<file path="config.mk">
export PLATFORM = sky130hd
export DESIGN_NAME = vibration_motor_drive_level_controller
export DESIGN_NICKNAME = d
export VERILOG_FILES = /design/src/rtl/vmd_pkg.sv /design/src/rtl/vmd_level_map.sv /design/src/rtl/vmd_core.sv /design/src/rtl/vibration_motor_drive_level_controller.sv
export SDC_FILE = /design/constraint.sdc
export NUM_CORES = 1
export LEC_CHECK = 0
export BUFFER_PORTS_ARGS = -buffer_cell sky130_fd_sc_hd__buf_2
export CORE_ASPECT_RATIO = 2
export CORE_MARGIN = 5
export CORE_UTILIZATION = 52
export CTS_CLUSTER_DIAMETER = 50
export DETAILED_ROUTE_END_ITERATION = 16
export HOLD_SLACK_MARGIN = 0.03
export PLACE_DENSITY = 0.69
export SLEW_MARGIN = 20
export SYNTH_ARGS = -nofsm -noshare
export SYNTH_HDL_FRONTEND = slang
export SYNTH_SLANG_ARGS = --single-unit
</file>
<file path="constraint.sdc">
create_clock -name clk -period 8.48 [get_ports clk]
set_input_delay 0.424 -clock clk [delete_from_list [all_inputs] [get_ports clk]]
set_output_delay 0.424 -clock clk [all_outputs]
set_load 0.01 [all_outputs]
</file>
<file path="src/rtl/vmd_pkg.sv">
// Shared types, codes and reset values for the vibration motor drive level controller.
`timescale 1ns / 1ps

package vmd_pkg;

	localparam int LEVEL_W     = 7;
	localparam int TIME_W      = 32;
	localparam int INTENSITY_W = 16;
	localparam int CMD_W       = 2;
	localparam int CFG_IDX_W   = 3;
	localparam int CFG_DATA_W  = 16;
	localparam int SWEEP_W     = 8;
	localparam int FRAC_W      = 14;
	localparam int SUM_W       = 22;

	// commands
	localparam logic [CMD_W-1:0] CMD_SET   = 2'd0;
	localparam logic [CMD_W-1:0] CMD_TICK  = 2'd1;
	localparam logic [CMD_W-1:0] CMD_STOP  = 2'd2;
	localparam logic [CMD_W-1:0] CMD_SWEEP = 2'd3;

	// register indexes
	localparam logic [CFG_IDX_W-1:0] REG_FLOOR    = 3'd0;
	localparam logic [CFG_IDX_W-1:0] REG_INTERVAL = 3'd1;
	localparam logic [CFG_IDX_W-1:0] REG_TIMEOUT  = 3'd2;
	localparam logic [CFG_IDX_W-1:0] REG_INCR     = 3'd3;
	localparam logic [CFG_IDX_W-1:0] REG_HOLD     = 3'd4;

	localparam logic [6:0]  RST_FLOOR    = 7'd0;
	localparam logic [7:0]  RST_INTERVAL = 8'd5;
	localparam logic [15:0] RST_TIMEOUT  = 16'd200;
	localparam logic [6:0]  RST_INCR     = 7'd4;
	localparam logic [15:0] RST_HOLD     = 16'd700;

	localparam logic [LEVEL_W-1:0] LEVEL_MAX   = 7'd127;
	localparam logic [LEVEL_W-1:0] FLOOR_LIMIT = 7'd126;
	localparam logic [FRAC_W:0]    FULL_SCALE  = 15'd16384;

	typedef struct packed {
		logic [6:0]  floor_level;
		logic [7:0]  write_interval;
		logic [15:0] idle_timeout;
		logic [6:0]  sweep_increment;
		logic [15:0] sweep_hold;
	} cfg_t;

	typedef struct packed {
		logic               write_strobe;
		logic [LEVEL_W-1:0] drive_level;
		logic               sweep_active;
		logic               sweep_finished;
	} result_t;

endpackage

</file>
<file path="src/rtl/vmd_level_map.sv">
// Maps a Q2.14 intensity onto the floor..127 drive range with half-up rounding.
`timescale 1ns / 1ps

module vmd_level_map (
	input  logic signed [vmd_pkg::INTENSITY_W-1:0] intensity,
	input  logic [vmd_pkg::LEVEL_W-1:0]            floor_level,
	output logic                                   positive,
	output logic [vmd_pkg::LEVEL_W-1:0]            level
);

	logic [vmd_pkg::FRAC_W:0]   sat_v;
	logic [vmd_pkg::LEVEL_W-1:0] floor_c;
	logic [vmd_pkg::LEVEL_W-1:0] span;
	logic [vmd_pkg::SUM_W-1:0]   prod;
	logic [vmd_pkg::SUM_W-1:0]   sum;

	assign positive = !intensity[vmd_pkg::INTENSITY_W-1] && (intensity != '0);

	always_comb begin
		if (intensity[vmd_pkg::INTENSITY_W-2:0] > {1'b0, vmd_pkg::FULL_SCALE})
			sat_v = vmd_pkg::FULL_SCALE;
		else
			sat_v = intensity[vmd_pkg::FRAC_W:0];
		floor_c = (floor_level > vmd_pkg::FLOOR_LIMIT) ? vmd_pkg::FLOOR_LIMIT : floor_level;
		span    = vmd_pkg::LEVEL_MAX - floor_c;
		prod    = vmd_pkg::SUM_W'(sat_v) * vmd_pkg::SUM_W'(span);
		// floor * 16384 + v * (127 - floor) + half
		sum     = vmd_pkg::SUM_W'({floor_c, {vmd_pkg::FRAC_W{1'b0}}}) + prod
			+ vmd_pkg::SUM_W'(1 << (vmd_pkg::FRAC_W - 1));
		level   = sum[vmd_pkg::FRAC_W +: vmd_pkg::LEVEL_W];
	end

endmodule

</file>
<file path="src/rtl/vmd_core.sv">
// Drive state, rate limit, idle timeout and sweep sequencing for one command per cycle.
`timescale 1ns / 1ps

module vmd_core (
	input  logic                               clk,
	input  logic                               arst_n,
	input  logic                               advance,
	input  logic [vmd_pkg::CMD_W-1:0]          command,
	input  logic signed [vmd_pkg::INTENSITY_W-1:0] intensity,
	input  logic [vmd_pkg::TIME_W-1:0]         now_ms,
	input  vmd_pkg::cfg_t                      cfg,
	output vmd_pkg::result_t                   result
);

	logic [vmd_pkg::LEVEL_W-1:0] level_q, level_d;
	logic [vmd_pkg::TIME_W-1:0]  write_time_q, write_time_d;
	logic [vmd_pkg::TIME_W-1:0]  drive_time_q, drive_time_d;
	logic                        running_q, running_d;
	logic [vmd_pkg::SWEEP_W-1:0] sweep_lvl_q, sweep_lvl_d;
	logic [vmd_pkg::TIME_W-1:0]  step_time_q, step_time_d;

	logic                        set_pos;
	logic [vmd_pkg::LEVEL_W-1:0] set_level;
	logic [vmd_pkg::TIME_W-1:0]  since_write, since_drive, since_step;
	logic [vmd_pkg::SWEEP_W-1:0] sweep_top, sweep_next;
	logic                        strobe, finished;
	logic [vmd_pkg::LEVEL_W-1:0] put_val;

	vmd_level_map u_map (
		.intensity   (intensity),
		.floor_level (cfg.floor_level),
		.positive    (set_pos),
		.level       (set_level)
	);

	assign since_write = now_ms - write_time_q;
	assign since_drive = now_ms - drive_time_q;
	assign since_step  = now_ms - step_time_q;
	assign sweep_top   = vmd_pkg::SWEEP_W'(vmd_pkg::LEVEL_MAX - cfg.sweep_increment);
	assign sweep_next  = sweep_lvl_q + vmd_pkg::SWEEP_W'(cfg.sweep_increment);

	always_comb begin
		strobe       = 1'b0;
		finished     = 1'b0;
		put_val      = '0;
		running_d    = running_q;
		sweep_lvl_d  = sweep_lvl_q;
		step_time_d  = step_time_q;
		drive_time_d = drive_time_q;
		unique case (command)
			vmd_pkg::CMD_SET: begin
				if (!running_q) begin
					drive_time_d = now_ms;
					if (!set_pos) begin
						strobe = (level_q != '0);
					end else if (set_level != level_q &&
						since_write >= vmd_pkg::TIME_W'(cfg.write_interval)) begin
						strobe  = 1'b1;
						put_val = set_level;
					end
				end
			end
			vmd_pkg::CMD_TICK: begin
				if (running_q) begin
					if (since_step >= vmd_pkg::TIME_W'(cfg.sweep_hold)) begin
						step_time_d = now_ms;
						strobe      = 1'b1;
						if (sweep_lvl_q > sweep_top) begin
							running_d = 1'b0;
							finished  = 1'b1;
						end else begin
							sweep_lvl_d = sweep_next;
							put_val     = sweep_next[vmd_pkg::LEVEL_W-1:0];
						end
					end
				end else if (level_q != '0 &&
					since_drive > vmd_pkg::TIME_W'(cfg.idle_timeout)) begin
					strobe = 1'b1;
				end
			end
			vmd_pkg::CMD_STOP: begin
				running_d = 1'b0;
				strobe    = 1'b1;
			end
			vmd_pkg::CMD_SWEEP: begin
				running_d   = 1'b1;
				sweep_lvl_d = '0;
				step_time_d = now_ms;
				strobe      = 1'b1;
			end
			default: begin
			end
		endcase
		level_d      = strobe ? put_val : level_q;
		write_time_d = strobe ? now_ms : write_time_q;
	end

	always_ff @(posedge clk or negedge arst_n) begin
		if (!arst_n) begin
			level_q      <= '0;
			write_time_q <= '0;
			drive_time_q <= '0;
			running_q    <= 1'b0;
			sweep_lvl_q  <= '0;
			step_time_q  <= '0;
		end else if (advance) begin
			level_q      <= level_d;
			write_time_q <= write_time_d;
			drive_time_q <= drive_time_d;
			running_q    <= running_d;
			sweep_lvl_q  <= sweep_lvl_d;
			step_time_q  <= step_time_d;
		end
	end

	assign result.write_strobe   = strobe;
	assign result.drive_level    = level_d;
	assign result.sweep_active   = running_d;
	assign result.sweep_finished = finished;

endmodule

</file>
<file path="src/rtl/vibration_motor_drive_level_controller.sv">
// Top level: configuration registers, input register and result register around the core.
`timescale 1ns / 1ps

// Takes one command per cycle and returns one result per command: the command is
// registered in the input register, the new drive level and sweep state are worked out
// combinationally (one 15x7 multiply for the set mapping plus three 32-bit time
// compares) and land in the result register. A full result register that is not being
// taken holds the input stage; the input side keeps accepting while the result
// register drains. Configuration writes take effect on the next clock edge.
module vibration_motor_drive_level_controller (
	input  logic                                   clk,
	input  logic                                   arst_n,
	input  logic                                   cfg_write,
	input  logic [vmd_pkg::CFG_IDX_W-1:0]          cfg_index,
	input  logic [vmd_pkg::CFG_DATA_W-1:0]         cfg_data,
	input  logic                                   in_valid,
	output logic                                   in_ready,
	input  logic [vmd_pkg::CMD_W-1:0]              command,
	input  logic signed [vmd_pkg::INTENSITY_W-1:0] intensity,
	input  logic [vmd_pkg::TIME_W-1:0]             now_ms,
	output logic                                   out_valid,
	input  logic                                   out_ready,
	output logic                                   write_strobe,
	output logic [vmd_pkg::LEVEL_W-1:0]            drive_level,
	output logic                                   sweep_active,
	output logic                                   sweep_finished
);

	vmd_pkg::cfg_t cfg_q;

	logic                                   valid_s1;
	logic [vmd_pkg::CMD_W-1:0]              command_s1;
	logic signed [vmd_pkg::INTENSITY_W-1:0] intensity_s1;
	logic [vmd_pkg::TIME_W-1:0]             now_s1;
	logic                                   advance;
	vmd_pkg::result_t                       result_d;
	vmd_pkg::result_t                       result_q;
	logic                                   out_valid_q;

	always_ff @(posedge clk or negedge arst_n) begin
		if (!arst_n) begin
			cfg_q.floor_level     <= vmd_pkg::RST_FLOOR;
			cfg_q.write_interval  <= vmd_pkg::RST_INTERVAL;
			cfg_q.idle_timeout    <= vmd_pkg::RST_TIMEOUT;
			cfg_q.sweep_increment <= vmd_pkg::RST_INCR;
			cfg_q.sweep_hold      <= vmd_pkg::RST_HOLD;
		end else if (cfg_write) begin
			unique case (cfg_index)
				vmd_pkg::REG_FLOOR:    cfg_q.floor_level     <= cfg_data[6:0];
				vmd_pkg::REG_INTERVAL: cfg_q.write_interval  <= cfg_data[7:0];
				vmd_pkg::REG_TIMEOUT:  cfg_q.idle_timeout    <= cfg_data;
				vmd_pkg::REG_INCR:     cfg_q.sweep_increment <= cfg_data[6:0];
				vmd_pkg::REG_HOLD:     cfg_q.sweep_hold      <= cfg_data;
				default: begin
				end
			endcase
		end
	end

	assign advance  = valid_s1 && (!out_valid_q || out_ready);
	assign in_ready = !valid_s1 || advance;

	always_ff @(posedge clk or negedge arst_n) begin
		if (!arst_n)
			valid_s1 <= 1'b0;
		else if (in_ready)
			valid_s1 <= in_valid;
	end

	always_ff @(posedge clk) begin
		if (in_valid && in_ready) begin
			command_s1   <= command;
			intensity_s1 <= intensity;
			now_s1       <= now_ms;
		end
	end

	vmd_core u_core (
		.clk       (clk),
		.arst_n    (arst_n),
		.advance   (advance),
		.command   (command_s1),
		.intensity (intensity_s1),
		.now_ms    (now_s1),
		.cfg       (cfg_q),
		.result    (result_d)
	);

	always_ff @(posedge clk or negedge arst_n) begin
		if (!arst_n)
			out_valid_q <= 1'b0;
		else if (advance)
			out_valid_q <= 1'b1;
		else if (out_ready)
			out_valid_q <= 1'b0;
	end

	always_ff @(posedge clk) begin
		if (advance)
			result_q <= result_d;
	end

	assign out_valid      = out_valid_q;
	assign write_strobe   = result_q.write_strobe;
	assign drive_level    = result_q.drive_level;
	assign sweep_active   = result_q.sweep_active;
	assign sweep_finished = result_q.sweep_finished;

endmodule

</file>
Word level (Yosys, flattened, before mapping)
Index checks and enable logic that the tools add are counted.

Flip-flop bits (word level): 228. Latch bits: 0. Bits in writable memories: 0. ROM bits: 0. Input bits: 74. Output and inout port bits: 12. Word-level logic and storage cells: 105. Memories kept: 0.

Add/sub/neg operators: 8. Multiply operators: 1. Divide/modulo/power cells: 0. $lt $le $gt $ge: 6. Equality and inequality tests: 11. Shift operators: 0. Multiplexer cells: 31. Bitwise logic cells: 1. Reduce and logical (&&, ||, !) cells: 27.

Operators with widths (count): $sub 32x32->32 (3); $mux 32 (2); $pmux 32 s2 (1); $mux 7 (8); $ge 32x16->1 (1); $ge 32x8->1 (1); $gt 32x16->1 (1); $mux 8 (3); $add 21x14->21 const B (1); $add 21x21->21 (1); $mul 15x7->21 (1); $pmux 8 s2 (1); $reduce_bool 16->1 (1); $gt 15x15->1 const B (1); $mux 15 (1); $pmux 7 s2 (1); $mux 1 (12); $reduce_and 2->1 (6); $add 8x7->8 (1); $gt 8x8->1 (1); $sub 7x7->8 const A (1); $gt 7x7->1 const B (1); $ne 7x7->1 (1); $reduce_bool 7->1 (1); other kinds (20) (33).

Longest topological paths before layout
Depth in word-level cells: 13. Gate-level depth with buffers: 27. Depth with buffers taken out: 25.

Hierarchy
Synthesis repeated with hierarchy kept, for this count alone.

Cells, all modules: 2104. Area, all modules: 19705.1 µm².

Modules (own cells, without submodules): vmd_core (times used 1, cells an instance 1525, area an instance 12276.8 µm², sequential area each 2802.7 µm²); vibration_motor_drive_level_controller (times used 1, cells an instance 186, area an instance 4057.6 µm², sequential area each 3218.1 µm²); vmd_level_map (times used 1, cells an instance 393, area an instance 3370.7 µm², sequential area each 0.0 µm²).

Worst setup path before layout
No wires, ideal clock.

Path kind: reg-to-reg. From: register intensity_s1[12] (netlist bit). To: register u_core.write_time_q[21] (netlist bit). Arrival time: 6.554 ns. Setup slack: 1.801 ns. Stages on the path, launching flop included: 27. Path through: edfxtp_1 -> nor4_1 -> nand4_1 -> nand2_1 -> nand2_1 -> or2_2 -> fa_1 -> inv_1 -> fa_1 -> fa_1 -> inv_1 -> fa_1 -> inv_1 -> ha_1 -> a21oi_1 -> o21ai_0 -> nand3_1 -> a41oi_1 -> nor4b_1 -> xnor2_1 -> a41oi_1 -> nand2_1 -> o211a_1 -> a31oi_2 -> buf_6 -> buf_6 -> mux2_4.

Cells in the longest elaborated chain, start to end: 12. Elaborated cells on any way between the ends: 14. Those cells by class: 2 x add/sub; 1 x mul; 1 x order compare; 1 x eq/ne; 5 x mux; 4 x reduce/logical.

RTL lines: from (decl) (line vibration_motor_drive_level_controller.sv:33) `logic signed [vmd_pkg::INTENSITY_W-1:0] intensity_s1;`; from (signal assigned) (line vibration_motor_drive_level_controller.sv:73) `intensity_s1 <= intensity;`; $gt 15x15->1 (line vmd_level_map.sv:20) `if (intensity[vmd_pkg::INTENSITY_W-2:0] > {1'b0, vmd_pkg::FULL_SCALE})`; $mux 15 (line vmd_level_map.sv:20); $mul 15x7->21 (line vmd_level_map.sv:26) `prod = vmd_pkg::SUM_W'(sat_v) * vmd_pkg::SUM_W'(span);`; $add 21x21->21 (line vmd_level_map.sv:28) `sum = vmd_pkg::SUM_W'({floor_c, {vmd_pkg::FRAC_W{1'b0}}}) + prod`; $add 21x14->21 (line vmd_level_map.sv:29) `+ vmd_pkg::SUM_W'(1 << (vmd_pkg::FRAC_W - 1));`; $ne 7x7->1 (line vmd_core.sv:56) `end else if (set_level != level_q &&`; $logic_and 1x1->1 (line vmd_core.sv:56); $mux 1 (line vmd_core.sv:56); $mux 1 * (line vmd_core.sv:54) `if (!set_pos) begin`; $mux 1 * (line vmd_core.sv:52) `if (!running_q) begin`; $pmux 1 s3 * (line vmd_core.sv:50) `unique case (command)`; $reduce_and 2->1 (no line) *; to (signal assigned) (line vmd_core.sv:108) `write_time_q <= write_time_d;`; to (decl) (line vmd_core.sv:16) `logic [vmd_pkg::TIME_W-1:0] write_time_q, write_time_d;`.

Every way passes the cells marked *; elsewhere a longest branch is shown, timed or not. A chain may end at the register's enable or synchronous reset.

Worst setup path after layout
From: register intensity_s1[4] (netlist bit). To: register u_core.write_time_q[8] (netlist bit).

Same word-level chain as after synthesis.

==> impl_metrics.json <==
{
  "post-dp-hpwl_um": 46300,
  "antenna_left": 0,
  "cts_buffers": 24,
  "syn-num-nets": 2411,
  "rsz0062_at_grt": "no",
  "io_buffers": 85,
  "clkSinkCount": 228,
  "routed-via-count": 15800,
  "fin_nets": 2467,
  "slew_viol_final": 0,
  "status": "finished clean",
  "core_sq_um": 37200,
  "cts_root_buf": "clkbuf_16",
  "fin_crit_sh_pct": 92.0,
  "cp.arrival_ns": 8.22,
  "synthTopCellsByCount": "inv_1 (259), ha_1 (185), nand2_1 (161)",
  "worstSkewPairLatency_ns": 0.54,
  "leakage_nw": 9.74,
  "io_pins": 86,
  "tightest_slew_ns": 0.967,
  "yosys.area.top_type": "dfrtp_1",
  "dr.pass1.iters": 5,
  "crit_fanout": 32,
  "cts_buffer_depth": 3,
  "synth-seq-area-share_pct": 31.0,
  "track_usage_pct": 26.9,
  "ir_worst_vdd_mv": 0.243,
  "drive_gt1_share_pct": 14.6,
  "synth_edf_count": 60,
  "setup_violations": 0,
  "wire_per_inst_um": 21.7,
  "diodes": 0,
  "clock_skew_ns": 0.0169,
  "num_rows": 100,
  "ys_async_sr_fraction_pct": 73.7,
  "drc": 0,
  "ys.warnings.count": 0,
  "end_kind": "flip-flop",
  "synth_top_area_share_pct": 20.1,
  "die_h_um": 283,
  "ys_types": 83,
  "maxCapViolations": 0,
  "synth.area.top_cells": "dfrtp_1 (20%), ha_1 (12%), edfxtp_1 (9.3%)",
  "grt_antenna_before_repair": 1,
  "ys.flop_type": "dfrtp_1",
  "hp-class": "in2reg",
  "cts_tree": "yes",
  "grt-ovfl-total": 0,
  "synth.ff_latch_count": 228,
  "grt_max_degree": 68,
  "globalplace.congestion": 1.01,
  "yosysMostFrequentCell": "inv_1",
  "htree_levels": 1,
  "grt_pass1_wl_um": 88100,
  "avgViaCountPerCell": 6.04,
  "syn_area_sq_um": 19400,
  "die-area_sq_um": 41600,
  "drt_iter0_markers": 786,
  "clk_pin_slew_ns": 0.07,
  "wirelength_um": 56600,
  "die_w_um": 147,
  "finalHoldViolCount": 0,
  "syn-instance-count": 2080,
  "syn_area_per_cell_sq_um": 9.35,
  "p_per_area_nw_per_um2": 375,
  "setup.worst_path.start_class": "flip-flop",
  "path_class": "reg2reg",
  "start_util_pct": 52.3,
  "fin_crit_ns": 7.80,
  "power_w": 0.00795,
  "area_growth_pct": 9.05,
  "grt_pass1_vias": 16700,
  "finalSetupTns_ns": 0,
  "critPathRequiredTime_ns": 8.90,
  "max_freq_ghz": 0.128,
  "slew_headroom_pct": 33.8
}
-- where the power goes --
group / switching, W / internal, W / total [W]
Clock: 0.000485 / 0.000702 / 0.00119
Combinational: 0.00300 / 0.00210 / 0.00510
Sequential: 0.000209 / 0.00146 / 0.00166
-- flip-flops by register name, indices dropped and copies added, names as in the netlist --
register / count
now_s1: 32
intensity_s1: 16
u_core.sweep_lvl_q: 8
u_core.level_q: 7
out_valid: 1
sweep_finished: 1
u_core.running_q: 1
sweep_active: 1
cfg_q: 54
u_core.write_time_q: 32
command_s1: 2
drive_level: 7
write_strobe: 1
valid_s1: 1
u_core.drive_time_q: 32
u_core.step_time_q: 32
-- layer usage --
metal  GRT usage (%)  share of wire, %
met1            24.7                32
met2            52.9                55
met3            2.13               3.1
met4            20.4               9.5
met5               0                 0
-- cells in the final DEF (no fill, tap or decap), types with 13 or more instances in the layout --
cell       instances
o21bai_1          22
nor3_1            40
nand2b_1          25
edfxtp_1          60
clkbuf_16         26
a211oi_1          15
ha_1             185
fa_1              72
inv_1            259
and2_1            56
nand2_1          161
xnor2_1           49
nor2b_1           15
a21o_1            43
a21oi_1          124
o211ai_1          29
o21ai_0          109
buf_4             14
nand3_1           31
and3_1            13
buf_2             84
o21a_1            32
dfrtp_1          156
nor2_1           105
xor2_1            27
nand4_1           31
mux2_2           113
nor4_1            13
-- kinds of logic (layout without fill, tap and decap cells) --
kind of cell / count (synthesis) / in the layout / share of synthesized area (%)
flops: 228 / 228 / 31.0
simple gates: 542 / 542 / 14.0
fa+ha+maj: 257 / 257 / 19.3
buf+inv: 330 / 404 / 6.59
xor+xnor: 78 / 78 / 3.65
mux: 135 / 135 / 7.93
compound gates: 510 / 510 / 17.6
-- final cells by class --
cell class | instances | area, sq um
clock buffers | 30 | 676
clock inverters | 14 | 213
fillers | 3347 | 16000
inverters | 259 | 972
multi-input cells | 1522 | 12200
flip-flops and latches | 228 | 6020
well taps | 459 | 574
repair buffers | 101 | 567
-- metrics by stage --
stage | instances | setup slack (ns) | instance area, sq um | hold WS [ns] | utilization [%]
CTS | 2613 | 0.693 | 21200 | 0.0396 | 57.1
floorplan | 2080 | 1.80 | 19400 | 0.128 | -
global route | 2613 | 0.279 | 21200 | 0.0409 | 57.1
finish | 2613 | 0.676 | 21200 | 0.0601 | 57.1
detailed placement | 2568 | 0.745 | 20300 | 0.360 | 54.6
global placement | 2568 | 0.750 | 20300 | 0.353 | 54.6
-- worst paths after layout --
kind / depth (start not counted) / to / startpoint / slack (ns)
hold reg to reg: 2 / u_core.drive_time_q[0]$_DFFE_PN0P_ / u_core.drive_time_q[0]$_DFFE_PN0P_ / 0.49
min in group asynchronous: 2 / u_core.step_time_q[6]$_DFFE_PN0P_ / arst_n / 0.36
hold / removal: 1 / intensity_s1[0]$_DFFE_PP_ / intensity[0] / 0.06
setup reg to reg: 25 / u_core.write_time_q[8]$_DFFE_PN0P_ / intensity_s1[4]$_DFFE_PP_ / 0.68
setup / recovery: 25 / u_core.write_time_q[8]$_DFFE_PN0P_ / intensity_s1[4]$_DFFE_PP_ / 0.68
max in group asynchronous: 3 / u_core.sweep_lvl_q[2]$_DFFE_PN0P_ / arst_n / 6.90
-- timing repair --
item                      in CTS  in global routing
hold buffers                   1                  0
hold endpoints to repair      37                  0
setup buffers                  0                  0
resized for setup              0                  0
-- worst max-delay path, cell delays in order (launching register included) --
cell and delay, ns:
edfxtp_1 0.47, nor4_1 0.40, nand4_1 0.17, nand2_1 0.15, nand2_1 0.19, or2_2 0.34, fa_1 0.53, inv_1 0.05
fa_1 0.46, fa_1 0.54, inv_1 0.05, fa_1 0.53, inv_1 0.04, ha_1 0.36, a21oi_1 0.34, o21ai_0 0.25
nand3_1 0.14, a41oi_1 0.12, nor4b_1 0.69, xnor2_1 0.13, a41oi_1 0.33, nand2_1 0.09, o211a_1 0.27, a31oi_4 0.34
buf_12 0.27, mux2_2 0.37
(Power assumes the default switching activity.)
